File: src/rtl/flp_pkg.sv
`timescale 1ns / 1ps
`default_nettype none
// ----------------------------------------------------------------------------
// flp_pkg
// Shared types, constants and coefficient tables of the 17-tap low-pass FIR.
// ----------------------------------------------------------------------------
package flp_pkg;

	localparam int TAP_COUNT  = 17;
	localparam int OUT_WIDTH  = 27;
	localparam int M_TDATA_W  = 32;
	localparam int COEF_WIDTH = 10;
	localparam int BAND_WIDTH = 2;

	typedef enum logic [BAND_WIDTH-1:0] {
		BAND_NARROW = 2'd0,
		BAND_MIDDLE = 2'd1,
		BAND_WIDE   = 2'd2
	} band_t;

	typedef logic signed [COEF_WIDTH-1:0] coef_t;
	typedef coef_t coef_set_t [TAP_COUNT];
	typedef logic signed [OUT_WIDTH-1:0] sum_t;

	localparam coef_set_t COEF_NARROW = '{
		-10'sd7, -10'sd18, -10'sd15, 10'sd11, 10'sd56, 10'sd116, 10'sd177, 10'sd223,
		10'sd240,
		10'sd223, 10'sd177, 10'sd116, 10'sd56, 10'sd11, -10'sd15, -10'sd18, -10'sd7
	};
	localparam coef_set_t COEF_MIDDLE = '{
		10'sd0, -10'sd18, -10'sd38, -10'sd39, 10'sd0, 10'sd83, 10'sd191, 10'sd284,
		10'sd320,
		10'sd284, 10'sd191, 10'sd83, 10'sd0, -10'sd39, -10'sd38, -10'sd18, 10'sd0
	};
	localparam coef_set_t COEF_WIDE = '{
		10'sd6, 10'sd20, 10'sd7, -10'sd42, -10'sd74, -10'sd12, 10'sd159, 10'sd353,
		10'sd440,
		10'sd353, 10'sd159, -10'sd12, -10'sd74, -10'sd42, 10'sd7, 10'sd20, 10'sd6
	};

	// Unused selector code falls back to the wide set.
	function automatic coef_t coef_of(input logic [BAND_WIDTH-1:0] band, input int tap);
		coef_t c;
		case (band)
			BAND_NARROW: c = COEF_NARROW[tap];
			BAND_MIDDLE: c = COEF_MIDDLE[tap];
			default:     c = COEF_WIDE[tap];
		endcase
		return c;
	endfunction

	// Node count after l pairwise reduction levels.
	function automatic int level_count(input int n, input int l);
		int c;
		c = n;
		for (int i = 0; i < l; i++) begin
			c = (c + 1) / 2;
		end
		return c;
	endfunction

	function automatic int tree_levels(input int n);
		int c;
		int lv;
		c  = n;
		lv = 0;
		while (c > 1) begin
			c  = (c + 1) / 2;
			lv = lv + 1;
		end
		return lv;
	endfunction

endpackage
`default_nettype wire

File: src/rtl/flp_tap_cell.sv
`timescale 1ns / 1ps
`default_nettype none
// ----------------------------------------------------------------------------
// flp_tap_cell
// One delay-line cell: holds a sample, passes it on, registers its product.
// ----------------------------------------------------------------------------
module flp_tap_cell #(
	parameter int SAMPLE_WIDTH = 16,
	parameter int TAP_INDEX    = 0
) (
	input  wire                                 clk,
	input  wire                                 arst_n,
	input  wire                                 shift_en,
	input  wire        [flp_pkg::BAND_WIDTH-1:0] band,
	input  wire signed [SAMPLE_WIDTH-1:0]       din,
	output logic signed [SAMPLE_WIDTH-1:0]      tap_q,
	output flp_pkg::sum_t                       prod_s1
);

	localparam int PW = SAMPLE_WIDTH + flp_pkg::COEF_WIDTH;
	localparam int OW = flp_pkg::OUT_WIDTH;

	flp_pkg::coef_t          coef;
	logic signed [PW-1:0]    prod_full;

	assign coef      = flp_pkg::coef_of(band, TAP_INDEX);
	// Multiply the word entering this cell, so the product matches the new window.
	assign prod_full = PW'(din) * PW'(coef);

	// Delay line clears to zero at reset.
	always_ff @(posedge clk or negedge arst_n) begin
		if (!arst_n) begin
			tap_q <= '0;
		end else if (shift_en) begin
			tap_q <= din;
		end
	end

	always_ff @(posedge clk) begin
		if (shift_en) begin
			prod_s1 <= OW'(prod_full);
		end
	end

endmodule
`default_nettype wire

File: config.mk
export PLATFORM = sky130hd
export DESIGN_NAME = flp_tap_cell
export DESIGN_NICKNAME = d
export VERILOG_FILES = /design/src/rtl/flp_pkg.sv /design/src/rtl/flp_tap_cell.sv
export SDC_FILE = /design/constraint.sdc
export NUM_CORES = 1
export LEC_CHECK = 0
export BUFFER_PORTS_ARGS = -buffer_cell sky130_fd_sc_hd__buf_2
export CELL_PAD_IN_SITES_DETAIL_PLACEMENT = 1
export CELL_PAD_IN_SITES_GLOBAL_PLACEMENT = 2
export CORE_UTILIZATION = 40
export DETAILED_ROUTE_END_ITERATION = 8
export GPL_TIMING_DRIVEN = 0
export MAX_ROUTING_LAYER = met4
export PLACE_DENSITY_LB_ADDON = 0.1
export SKIP_CTS_REPAIR_TIMING = 1
export SYNTH_ARGS = -nofsm -noshare
export SYNTH_HDL_FRONTEND = slang
export SYNTH_SLANG_ARGS = --single-unit
File: constraint.sdc
create_clock -name clk -period 0.9 [get_ports clk]
set_input_delay 0.09 -clock clk [delete_from_list [all_inputs] [get_ports clk]]
set_output_delay 0.09 -clock clk [all_outputs]
set_load 0.05 [all_outputs]
==> results.ini <==
[clock_network]
root_buffer = clkbuf_16
clk_pin_slew_ns = 0.06
cts_tree = built
clock_latency_ns = 0.29
cts_buffer_depth = 2
cts_made_buffers = 5
h-tree-depth = 2
numClockSinks = 42

[logic_synthesis]
synth_cells = 641
yosys-top-cells-count = inv_1, fa_1, ha_1
synth_cell_type_count = 49
syn_area_per_cell_um2 = 10.18
ys_ff_latch = 42
synth_flop_cell = edfxtp_1
synth_top_area_share_pct = 35.60
synth_area_mm2 = 0.006523
synth_edf_count = 26
synth_top_area_cell = fa_1
yosysMostFrequentCell = inv_1
ys_seq_area_share_pct = 18.11
yosys-top-cells-area = fa_1, ha_1, edfxtp_1
synthArstFlopShare_pct = 38.10
yosys_warnings = 0

[timing]
finalSetupViolCount = 68
hold_violations = 0
worstMarginPinSlew_ns = 0.5414
fin_crit_sh_pct = 543.7
timing.slew.headroom_pct = 63.87
rsz0062_at_grt = yes
fin_setup_tns_ns = -79.70
finalHoldWorstSlack_ns = 0.09994
fin_skew_ns = 0
layout_min_cycle_time_ns = 4.893
fmax_ghz = 0.2044
layout_setup_ws_ns = -3.993
final_max_slew_viol_count = 0

[grt]
grt_pass1_wl_mm = 25.85
grt_overflow_total = 0
grt_pass1_vias = 5226
grt_max_degree = 28
grtUsageTotal_pct = 21.04
antenna_found_initial = 0

[floorplan]
pin_count = 64
num_rows = 46
dieHeight_um = 129.7
dieArea_mm2 = 0.01682
die_x_um = 129.7
coreArea_mm2 = 0.01589
start_util_pct = 41.06

[placement]
dpl.hpwl_mm = 13.14
gp_congestion = 0.8333
post_dp_cell_area_mm2 = 0.007438
portBuffers = 61

[layout]
drive_above_1_share_pct = 33.64
antenna_cells = 0
area_delta_synth_final_pct = 31.63
multi_input_area_mm2 = 0.005216
final_cell_area_mm2 = 0.008586
seq_area_mm2 = 0.001201
num-fill-cells = 1723
final_nets = 952

[detailed_routing]
routedWlPerCell_um = 16.78
drt_pre_antenna_iters = 4
wirelength_mm = 16.24
via_per_inst = 4.865
vias = 4709
drc = 0
drt_iter0_drc = 97
drtAntennaViolNets = 0

[outcome]
outcome = finished with violations
violations = negative setup slack

[setup_path]
critPathMaxStageDelay_ns = 0.54
critical_path.cell_chain = buf_12 > nor2_4 > buf_8 > and2_4 > inv_8 > fa_1 > inv_2 > fa_1 > fa_1 > fa_1 > inv_2 > fa_1 > inv_2 > ha_4 > buf_4 > nand3_2 > nor2_2 > buf_4 > nand3_4 > a31oi_4 > a21boi_2 > buf_4 > xnor2_1
crit_top_cell = fa_1
critical_path.startpoint_type = primary input
crit_family = adder cells
cp.arrival_ns = 4.94
path_class = primary input to register
cp_slowest_cell = fa_1
crit_buf_inv = 9
crit_required_ns = 0.95
end_kind = register
path_max_fanout = 7

[pwr]
fin_total_pwr_uw = 21420
leakagePower_uw = 0.004157
peakVddDrop_mv = 1.582
p_per_area_mw_per_mm2 = 2495

[flow_run]
max-cap-violations = 0

[min_path]
hold_path.class = primary input to register

==> per-stage QoR <==
stage | setup WS (ns) | utilization, % | instances
after floorplan | -3.642 | - | 643
after global placement | -4.341 | 46.83 | 920
after detailed placement | -4.434 | 46.83 | 920
after CTS | -4.137 | 47.69 | 928
after global routing | -4.174 | 54.05 | 968
final | -3.993 | 54.05 | 968
==> power by group <==
part,switching (uW),total [uW],internal (uW)
sequential,290,3420,3130
clock,807,1820,1020
combinational,9160,16200,7020
total,10300,21400,11200
==> cells in the final DEF (no fill, tap or decap), types with 4 or more instances in the layout <==
master     instances
ha_4              24
nand2_2            7
clkbuf_1           5
clkbuf_2           4
nand2b_1           5
a21o_1             9
or3_1              6
ha_1              40
buf_4             34
edfxtp_1          26
o21ai_0            7
o21bai_1           4
buf_6             49
dfrtp_2           16
buf_2             15
o21ai_1            4
inv_2              9
buf_8              5
conb_1             4
xor2_1            11
inv_1            151
nor2_1            18
fa_1             114
nor2_2             9
and2_1             9
o21ai_2            6
clkbuf_16          6
xnor2_1           21
a21oi_2            6
a21oi_1           17
and2_4             8
mux2_2            16
buf_12             4
nand2_1           26
==> path summary, 6_finish.rpt <==
check | from | to | slack, ns | cells past startpoint
setup / recovery | band[0] | prod_s1[20]$_DFFE_PP_ | -3.99 | 23
hold / removal | din[1] | tap_q[1]$_DFFE_PN0P_ | 0.1 | 2
setup reg to reg | tap_q[5]$_DFFE_PN0P_ | tap_q[5]$_DFFE_PN0P_ | -0.01 | 2
hold reg to reg | tap_q[13]$_DFFE_PN0P_ | tap_q[13]$_DFFE_PN0P_ | 0.53 | 1
max in group asynchronous | arst_n | tap_q[3]$_DFFE_PN0P_ | 0.35 | 2
min in group asynchronous | arst_n | tap_q[12]$_DFFE_PN0P_ | 0.25 | 2
==> metal layers <==
metal  vias up  GRT usage (%)  share of wire, %
met1      2456          22.66                37
met4         0          4.788               1.6
li1       2190              -                 -
met3        18          2.091               1.7
met2        45          41.15                60
met5         -              -                 0
==> cell families (layout without fill, tap and decap cells) <==
kind of cell | count (synthesis) | in the layout | share of synthesized area (%)
other | 2 | 4 | 0.1151
buffers and inverters | 182 | 291 | 10.53
adders and majority gates | 181 | 181 | 48.03
muxes | 17 | 17 | 2.916
DFF | 42 | 42 | 18.11
and+or+nand+nor | 108 | 108 | 7.846
xor gates and xnor gates | 32 | 32 | 4.297
AOI/OAI and AO/OA | 77 | 77 | 8.153
==> area by class of cell <==
type	count	area share, %
Multi-Input combinational cell	419	60.75
Sequential cell	42	13.99
Timing Repair Buffer	101	11.22
Inverter	165	7.447
Tap cell	216	3.148
Buffer	17	1.836
Clock buffer	6	1.501
Clock inverter	2	0.1020
==> state kept, by name, summed over array words and instances (netlist names) <==
| signal | cells |
|---|---|
| prod_s1 | 26 |
| tap_q | 16 |
Power figures use the tool's default switching activity.
