**src/rtl/flp_pkg.sv**
```systemverilog
`timescale 1ns / 1ps
`default_nettype none
// ----------------------------------------------------------------------------
// flp_pkg
// Shared types, constants and coefficient tables of the 17-tap low-pass FIR.
// ----------------------------------------------------------------------------
package flp_pkg;

	localparam int TAP_COUNT  = 17;
	localparam int OUT_WIDTH  = 27;
	localparam int M_TDATA_W  = 32;
	localparam int COEF_WIDTH = 10;
	localparam int BAND_WIDTH = 2;

	typedef enum logic [BAND_WIDTH-1:0] {
		BAND_NARROW = 2'd0,
		BAND_MIDDLE = 2'd1,
		BAND_WIDE   = 2'd2
	} band_t;

	typedef logic signed [COEF_WIDTH-1:0] coef_t;
	typedef coef_t coef_set_t [TAP_COUNT];
	typedef logic signed [OUT_WIDTH-1:0] sum_t;

	localparam coef_set_t COEF_NARROW = '{
		-10'sd7, -10'sd18, -10'sd15, 10'sd11, 10'sd56, 10'sd116, 10'sd177, 10'sd223,
		10'sd240,
		10'sd223, 10'sd177, 10'sd116, 10'sd56, 10'sd11, -10'sd15, -10'sd18, -10'sd7
	};
	localparam coef_set_t COEF_MIDDLE = '{
		10'sd0, -10'sd18, -10'sd38, -10'sd39, 10'sd0, 10'sd83, 10'sd191, 10'sd284,
		10'sd320,
		10'sd284, 10'sd191, 10'sd83, 10'sd0, -10'sd39, -10'sd38, -10'sd18, 10'sd0
	};
	localparam coef_set_t COEF_WIDE = '{
		10'sd6, 10'sd20, 10'sd7, -10'sd42, -10'sd74, -10'sd12, 10'sd159, 10'sd353,
		10'sd440,
		10'sd353, 10'sd159, -10'sd12, -10'sd74, -10'sd42, 10'sd7, 10'sd20, 10'sd6
	};

	// Unused selector code falls back to the wide set.
	function automatic coef_t coef_of(input logic [BAND_WIDTH-1:0] band, input int tap);
		coef_t c;
		case (band)
			BAND_NARROW: c = COEF_NARROW[tap];
			BAND_MIDDLE: c = COEF_MIDDLE[tap];
			default:     c = COEF_WIDE[tap];
		endcase
		return c;
	endfunction

	// Node count after l pairwise reduction levels.
	function automatic int level_count(input int n, input int l);
		int c;
		c = n;
		for (int i = 0; i < l; i++) begin
			c = (c + 1) / 2;
		end
		return c;
	endfunction

	function automatic int tree_levels(input int n);
		int c;
		int lv;
		c  = n;
		lv = 0;
		while (c > 1) begin
			c  = (c + 1) / 2;
			lv = lv + 1;
		end
		return lv;
	endfunction

endpackage
`default_nettype wire

```
**src/rtl/flp_add_tree.sv**
```systemverilog
`timescale 1ns / 1ps
`default_nettype none
// ----------------------------------------------------------------------------
// flp_add_tree
// Registered pairwise adder tree with a per-level valid/ready pipeline.
// ----------------------------------------------------------------------------
module flp_add_tree #(
	parameter int N_IN = 17
) (
	input  wire            clk,
	input  wire            arst_n,
	input  wire            in_valid,
	output logic           in_ready,
	input  flp_pkg::sum_t  leaf [N_IN],
	output logic           out_valid,
	input  wire            out_ready,
	output flp_pkg::sum_t  out_sum
);

	localparam int LEVELS = flp_pkg::tree_levels(N_IN);

	flp_pkg::sum_t   node [LEVELS+1][N_IN];
	logic [LEVELS:1] v_q;
	logic            rdy [LEVELS+1:1];

	always_comb begin
		rdy[LEVELS+1] = out_ready;
		for (int l = LEVELS; l >= 1; l--) begin
			rdy[l] = !v_q[l] || rdy[l+1];
		end
	end

	always_ff @(posedge clk or negedge arst_n) begin
		if (!arst_n) begin
			v_q <= '0;
		end else begin
			if (rdy[1]) begin
				v_q[1] <= in_valid;
			end
			for (int l = 2; l <= LEVELS; l++) begin
				if (rdy[l]) begin
					v_q[l] <= v_q[l-1];
				end
			end
		end
	end

	genvar gl, gi;
	generate
		for (gi = 0; gi < N_IN; gi++) begin : g_leaf
			assign node[0][gi] = leaf[gi];
		end
		for (gl = 1; gl <= LEVELS; gl++) begin : g_lvl
			localparam int NP = flp_pkg::level_count(N_IN, gl - 1);
			localparam int NC = flp_pkg::level_count(N_IN, gl);
			for (gi = 0; gi < N_IN; gi++) begin : g_node
				if (2 * gi + 1 < NP) begin : g_add
					always_ff @(posedge clk) begin
						if (rdy[gl]) begin
							node[gl][gi] <= node[gl-1][2*gi] + node[gl-1][2*gi+1];
						end
					end
				end else if (gi < NC) begin : g_pass
					// Odd node out: carry it up unchanged.
					always_ff @(posedge clk) begin
						if (rdy[gl]) begin
							node[gl][gi] <= node[gl-1][2*gi];
						end
					end
				end else begin : g_unused
					assign node[gl][gi] = '0;
				end
			end
		end
	endgenerate

	assign in_ready  = rdy[1];
	assign out_valid = v_q[LEVELS];
	assign out_sum   = node[LEVELS][0];

endmodule
`default_nettype wire

```
**config.mk**
```make
export PLATFORM = sky130hd
export DESIGN_NAME = flp_add_tree
export DESIGN_NICKNAME = d
export VERILOG_FILES = /design/src/rtl/flp_pkg.sv /design/src/rtl/flp_add_tree.sv
export SDC_FILE = /design/constraint.sdc
export NUM_CORES = 1
export LEC_CHECK = 0
export ABC_AREA = 1
export BUFFER_PORTS_ARGS = -buffer_cell sky130_fd_sc_hd__buf_2
export CELL_PAD_IN_SITES_DETAIL_PLACEMENT = 1
export CELL_PAD_IN_SITES_GLOBAL_PLACEMENT = 2
export CORE_MARGIN = 2
export CORE_UTILIZATION = 34
export DETAILED_ROUTE_END_ITERATION = 8
export MAX_ROUTING_LAYER = met4
export PLACE_DENSITY_LB_ADDON = 0.1
export SYNTH_ARGS = -nofsm -noshare
export SYNTH_HDL_FRONTEND = slang
export SYNTH_SLANG_ARGS = --single-unit
```
**constraint.sdc**
```tcl
create_clock -name clk -period 11 [get_ports clk]
set_input_delay 0.55 -clock clk [delete_from_list [all_inputs] [get_ports clk]]
set_output_delay 0.55 -clock clk [all_outputs]
set_load 0.02 [all_outputs]
```
==> reports/metrics.csv, run 1 <==
stage,metric,value,unit
outcome,status,"complete, no violations",
power,p_clk_share,16.9,%
timing,setup_viol,0,
routing,drtIter0Drc,1886,
power,power.internal,6.92,mW
global_routing,antenna_found_initial,2,
synthesis,synth_seq_cells,545,
final_layout,regArea,16300,um2
setup_path,worst-r2r-setup-slack,7.12,ns
power,pwr-share-seq,28.8,%
synthesis,synth-main-ff-cell,edfxtp_1,
cts,cts_setup_buffers,0,
final_layout,num-nets-final,8321,
final_layout,drive_gt1_share,10.1,%
routing,wirelength,157,mm
cts,cts_tree,done,
final_layout,fill_cells,18000,
power,switching_power,6.15,mW
floorplanning,die_y,378,um
timing,final_hold_viol_count,0,
synthesis,syn-num-nets,7783,
timing,finalClockSkew,0.0234,ns
cts,insertion_delay,0.68,ns
final_layout,most-common-layout-cells,"nand2_1, inv_1, edfxtp_1",
final_layout,area_growth,14.5,%
routing,ant_nets,0,
final_layout,final_common_cell,nand2_1,
global_routing,grt_pass1_wl,244,mm
synthesis,synth-edff-count,540,
synthesis,ys_seq_area_share,34.4,%
routing,vias_per_cell,4.66,
setup_path,required,10.45,ns
final_layout,multiInputGateArea,25900,um2
power,leakagePower,29.3,nW
synthesis,synth.avg_cell_area,6.90,um2
global_routing,grt_max_degree,154,
synthesis,ys_async_sr_fraction,0.917,%
timing,max_freq,0.237,GHz
setup_path,path_class,flip-flop to primary output,
place,place_congestion,0.876,
timing,tightest_slew,1.21,ns
synthesis,yosysUniqueCellTypes,33,
final_layout,fin_area,54400,um2
timing,final.setup.tns,0,ns
routing,drcViolationCount,0,
floorplanning,die_width,378,um
synthesis,synthCells,6888,
hold_path,hold_class,input pin to flip-flop,
setup_path,critPathLaunchType,flip-flop,
synthesis,netlist_area,47500,um2
power,p_comb_share,54.3,%
place,io_buffer_count,491,
global_routing,grt_pass1_vias,44500,
cts,clk_pin_slew,0.06,ns
setup_path,worstPathMaxFanout,40,
floorplanning,initial_core_util,34.1,%
floorplanning,fp-row-count,137,
setup_path,arrival,3.67,ns
power,netSwitchingFraction,47.0,%
timing,relSlewSlack,19.3,%
routing,firstDrtPassIters,5,
global_routing,grt_usage,22.5,%
setup_path,endpoint_kind,primary output,
floorplanning,design.portCount,492,
cts,cts_sinks,545,
synthesis,ys_warn_count,0,
timing,slew_viol_final,0,
cts,cts_buffer_depth,3,
power,ir_drop,0.148,mV
power,power_density,240,nW/um2
timing,fin_crit_sh,38.3,%
cts,tritoncts.num_buffers,61,
routing,post_drt_wl_per_cell,16.8,um
routing,vias,43600,
global_routing,grt_overflow_total,0,
timing,rsz0062_at_grt,false,
place,dpl.hpwl,136,mm
cts,h-tree-depth,2,
floorplanning,core-area,139000,um2
cts,root_buffer,clkbuf_16,
final_layout,fin_util,39.1,%
floorplanning,die_area,143000,um2
run,max-cap-violations,0,
place,dpl_cell_area,52200,um2
timing,timing.final.crit_period,4.22,ns
path summary, 6_finish.rpt:
kind | startpoint | to | cells after the start
max | v_q[5]$_DFFE_PN0P_ | in_ready | 8
min | leaf[22] | node[2074]$_DFFE_PP_ | 1
max reg2reg | v_q[5]$_DFFE_PN0P_ | node[1829]$_DFFE_PP_ | 8
min reg2reg | node[1308]$_DFFE_PP_ | node[876]$_DFFE_PP_ | 0
max in group asynchronous | arst_n | v_q[4]$_DFFE_PN0P_ | 2
min in group asynchronous | arst_n | v_q[5]$_DFFE_PN0P_ | 2
synthesized netlist by cell type (45+ instances only):
cell	number	area share, %
nand4_1	136	1.8
xor2_1	152	2.8
nor2_2	73	0.96
o21bai_1	45	0.71
inv_1	1355	11
edfxtp_1	540	34
nand3_1	439	4.6
xnor2_1	73	1.3
and2_1	75	0.99
a21oi_1	237	2.5
ha_1	416	11
nor2_1	468	3.7
nand2_1	2674	21
metal layers:
layer | global-route usage (%) | share of wire (%) | up-vias | routed length, um
li1 | - | - | 22600 | -
met1 | 30.1 | 49 | 20300 | 76600
met2 | 37.6 | 47 | 560 | 73400
met3 | 1.70 | 2.5 | 120 | 3950
met4 | 4.19 | 1.8 | 0 | 2820
met5 | - | 0 | - | 0
what timing repair did:
item | in CTS | in global routing
gates resized for setup | 0 | 0
setup endpoints to repair | 0 | 0
hold buffers | 7 | 0
endpoints found under the hold margin | 11 | 0
through the flow:
step	std cells	hold WS [ns]	power (mW)	worst slack (ns)
floorplan	6888	0.254	8.50	1.77
global route	9353	0.0169	14.3	6.40
finish	9353	0.0545	13.1	6.78
detailed placement	9232	0.382	11.0	6.83
CTS	9351	0.00126	13.3	6.61
global placement	9232	0.380	10.9	6.94
registers in the layout, indices dropped and copies added, names as in the netlist:
register,cells
node,513
v_q,5
out_sum,27
cells by family after synthesis:
logic type | after synthesis | share of synthesized area (%)
flip-flops | 545 | 34.4
buffers and inverters | 1384 | 11.1
XOR/XNOR | 225 | 4.15
AND/OR/NAND/NOR | 3970 | 34.9
AO/OA/AOI/OAI | 332 | 3.80
adder cells (fa/ha/maj) | 432 | 11.6
power by group through the flow:
stage	logic, mW	clock network, mW	registers, mW
after floorplan	4.94	0	3.56
after global placement	7.07	0	3.79
after CTS	7.22	2.27	3.78
after detailed placement	7.17	0	3.81
final	7.10	2.20	3.76
after global routing	8.11	2.34	3.82
cell type report:
cell class / count / share of cell area, %
Sequential cell: 545 / 30.0
Inverter: 1357 / 9.37
Antenna cell: 2 / 0.00920
Clock buffer: 65 / 2.83
Timing Repair Buffer: 502 / 4.72
Clock inverter: 47 / 1.15
Multi-Input combinational cell: 4959 / 47.6
Tap cell: 1876 / 4.31
worst max-delay path, stage by stage, from the launching register on:
cell and delay [ns]:
dfrtp_1 0.34, inv_1 0.04, nor2_1 0.07, inv_1 0.43
nor2_1 0.46, nand2_4 0.33, nor2_1 0.48, nand2_4 0.48
buf_2 0.33
(Power assumes the default switching activity.)
==> inputs of run 2 (changes only) <==
- ABC_AREA: 1 -> 0
- CORE_UTILIZATION: 34 -> 39
- clock period: 11 -> 4.39 ns (I/O delays scaled with it)
==> run 2 against run 1 <==
Effect of this change:
- die area shrank 33%
- clock skew shrank 0.0021 ns
- first-iteration DRC count shrank 32%
- via count shrank 37%
- area after synthesis shrank 23%
- wire length shrank 38%
==> reports/metrics.csv, run 2 <==
stage,metric,value,unit
synthesis,synth_seq_cells,545,
setup_path,cp.depth,12,
global_routing,grt_pass1_vias,28300,
floorplanning,die_width,310,um
routing,top_layer,met4,
cts,cts_tree,done,
timing,tightest_slew,1.04,ns
outcome,status,"complete, no violations",
final_layout,fin_cells,5253,
timing,setup_viol,0,
floorplanning,fp-row-count,112,
setup_path,r2r_start,node[2079]$_DFFE_PP_,
timing,whs,0.0290,ns
setup_path,arrival,3.70,ns
cts,root_buffer,clkbuf_16,
power,power_density,659,nW/um2
floorplanning,design.portCount,492,
timing,fin_crit_sh,75.8,%
power,pwr-share-seq,33.1,%
floorplanning,core-area,92900,um2
final_layout,most-common-layout-cells,"edfxtp_1, buf_2, ha_1",
final_layout,final_common_cell,edfxtp_1,
setup_path,worst-r2r-setup-slack,1.06,ns
power,p_comb_share,47.3,%
routing,vias_per_cell,5.22,
routing,vias,27400,
setup_path,endpoint_kind,flip-flop,
place,place_congestion,0.875,
synthesis,synth.avg_cell_area,10.8,um2
setup_path,crit_top_cell,o31ai_1,
final_layout,num-nets-final,4838,
synthesis,syn-num-nets,4272,
global_routing,grt_pass1_wl,152,mm
power,power.internal,17.6,mW
timing,relSlewSlack,30.5,%
cts,h-tree-depth,2,
synthesis,synthCells,3377,
power,ir_drop,0.388,mV
power,p_clk_share,19.6,%
power,netSwitchingFraction,38.0,%
run,max-cap-violations,0,
setup_path,critPathLaunchType,flip-flop,
setup_path,crit_buf_inv,1,
setup_path,critPathTopFamily,compound AO/OA/AOI/OAI gates,
synthesis,synth-main-ff-cell,edfxtp_1,
synthesis,netlist.area_leader.share,44.5,%
setup_path,cp_slowest_cell,o31ai_1,
cts,cts_sinks,545,
cts,tritoncts.num_buffers,60,
final_layout,fin_util,46.4,%
cts,insertion_delay,0.64,ns
cts,cts_setup_buffers,0,
synthesis,synth.area.top_cells,"edfxtp_1, ha_1, xnor2_1",
timing,slew_viol_final,0,
timing,timing.final.crit_period,3.33,ns
final_layout,area_growth,18.4,%
routing,wl_met1,45.6,mm
setup_path,required,4.77,ns
cts,clk_pin_slew,0.06,ns
synthesis,ys_seq_area_share,44.8,%
timing,max_freq,0.301,GHz
setup_path,reg2reg_depth,12,
global_routing,grt_overflow_total,0,
hold_path,hold_class,input pin to flip-flop,
setup_path,critPathLaunch,node[2079]$_DFFE_PP_,
global_routing,grt_max_degree,137,
synthesis,ys_warn_count,0,
timing,rsz0062_at_grt,false,
routing,drtIter0Drc,1285,
power,switching_power,10.8,mW
place,dpl.hpwl,78.5,mm
cts,cts_buffer_depth,3,
synthesis,netlist_area,36400,um2
synthesis,synth_top_area_cell,edfxtp_1,
place,io_buffer_count,491,
final_layout,drive_gt1_share,16.1,%
routing,wirelength,97.1,mm
power,leakagePower,18.6,nW
final_layout,top_register,node,
synthesis,ys_async_sr_fraction,0.917,%
synthesis,synth_common_cells,"edfxtp_1, ha_1, a21oi_1, xnor2_1, nor2_1",
routing,route.met2.wl,46.0,mm
routing,post_drt_wl_per_cell,18.5,um
power,p_total,28.4,mW
floorplanning,initial_core_util,39.2,%
setup_path,path_cells,ha_1 -> inv_1 -> fa_1 -> nand2b_1 -> a211o_1 -> a21boi_0 -> o31ai_1 -> o31ai_1 -> a221oi_2 -> o21ai_1 -> a221o_1 -> xnor2_1,
synthesis,yosysUniqueCellTypes,75,
routing,dr_wl_met3,3.86,mm
synthesis,synth_most_common_cell,edfxtp_1,
timing,final.setup.tns,0,ns
routing,ant_nets,0,
final_layout,largest_register_ffs,513,
setup_path,path_class,flip-flop to flip-flop,
global_routing,grt_usage,20.6,%
floorplanning,die_area,95900,um2
synthesis,synth-edff-count,540,
routing,drcViolationCount,0,
setup_path,max_stage_delay,0.49,ns
place,place_inst,5081,
timing,final_hold_viol_count,0,
routing,firstDrtPassIters,5,
setup_path,r2r_end,node[1754]$_DFFE_PP_,
floorplanning,die_y,310,um
global_routing,antenna_found_initial,6,
setup_path,crit_path_end,node[1754]$_DFFE_PP_,
timing,finalClockSkew,0.0213,ns
setup_path,worstPathMaxFanout,4,
==> run 2: changes by cell type in the layout (fill, tap and decap cells not counted), moves of 53 or more <==
cell,before,now
o21ai_0,32,181
nand3_1,439,70
and2_1,75,22
xnor2_1,73,264
nand4_1,136,44
inv_1,1353,154
a21oi_1,237,344
nor2b_1,0,54
nand2_1,2672,171
nor2_1,468,237
a21o_1,0,180
nor2_2,73,0
==> run 2: final cells by class <==
type	count	area, um2
Clock buffer	66	1520
Clock inverter	46	686
Multi-Input combinational cell	2622	19200
Fill cell	10300	49800
Timing Repair Buffer	560	3170
Antenna cell	6	15.0
Tap cell	1254	1570
Inverter	154	578
Sequential cell	545	16300
==> run 2: power by group through the flow <==
stage                     logic (mW)  registers (mW)  clock network (mW)
after detailed placement        13.5            9.53                   0
after global placement          13.3            9.49                   0
after global routing            15.1            9.58                5.94
after floorplan                 10.2            9.03                   0
final                           13.4            9.41                5.59
after CTS                       13.6            9.44                5.75
==> run 2: how the worst min path moves through the flow <==
stage | from | endpoint | slack (ns) | cells past startpoint
after floorplan | arst_n | v_q[1]$_DFFE_PN0P_ | -0.08 | 0
final | leaf[134] | node[2132]$_DFFE_PP_ | 0.03 | 3
after detailed placement | arst_n | v_q[1]$_DFFE_PN0P_ | 0.04 | 1
after CTS | leaf[134] | node[2132]$_DFFE_PP_ | 0.01 | 3
after global placement | arst_n | v_q[1]$_DFFE_PN0P_ | 0.04 | 1
after global routing | leaf[134] | node[2132]$_DFFE_PP_ | 0.03 | 3
==> run 2: cell families (layout without fill, tap and decap cells) <==
group                      Yosys count  count (layout)  synth area share (%)
muxes                                5               5                 0.137
DFF                                545             545                  44.8
AOI/OAI and AO/OA                 1036            1036                  18.2
adders and majority gates          432             432                  15.2
xor gates and xnor gates           372             372                  8.94
and+or+nand+nor                    777             777                  10.3
buffers and inverters              210             826                  2.45
other                                0               6                     0
==> run 2: per-layer routing <==
metal	vias to the layer above	GRT usage [%]
met1	13100	27.0
met2	438	34.1
met5	-	-
li1	13800	-
met3	100	2.73
met4	0	4.01
==> run 2: worst reg2reg max path, cell delays in order (launching register included) <==
cell      delay, ns
edfxtp_1       0.37
ha_1           0.23
inv_1          0.08
fa_1           0.20
nand2b_1       0.14
a211o_1        0.16
a21boi_0       0.13
o31ai_1        0.49
o31ai_1        0.23
a221oi_2       0.43
o21ai_1        0.16
a221o_1        0.32
xnor2_1        0.13
==> run 2: per-stage QoR <==
stage / setup WS [ns] / area [um2]
2_1_floorplan: -2.88 / 36500
3_3_place_gp: 1.03 / 40400
3_5_place_dp: 1.01 / 40400
4_1_cts: 1.01 / 43100
5_1_grt: 0.730 / 43100
6_report: 1.06 / 43100
==> run 2: timing repair <==
item                                   CTS  global route
hold buffers                            54             0
endpoints found under the hold margin   46             0
gates resized for setup                  0             0
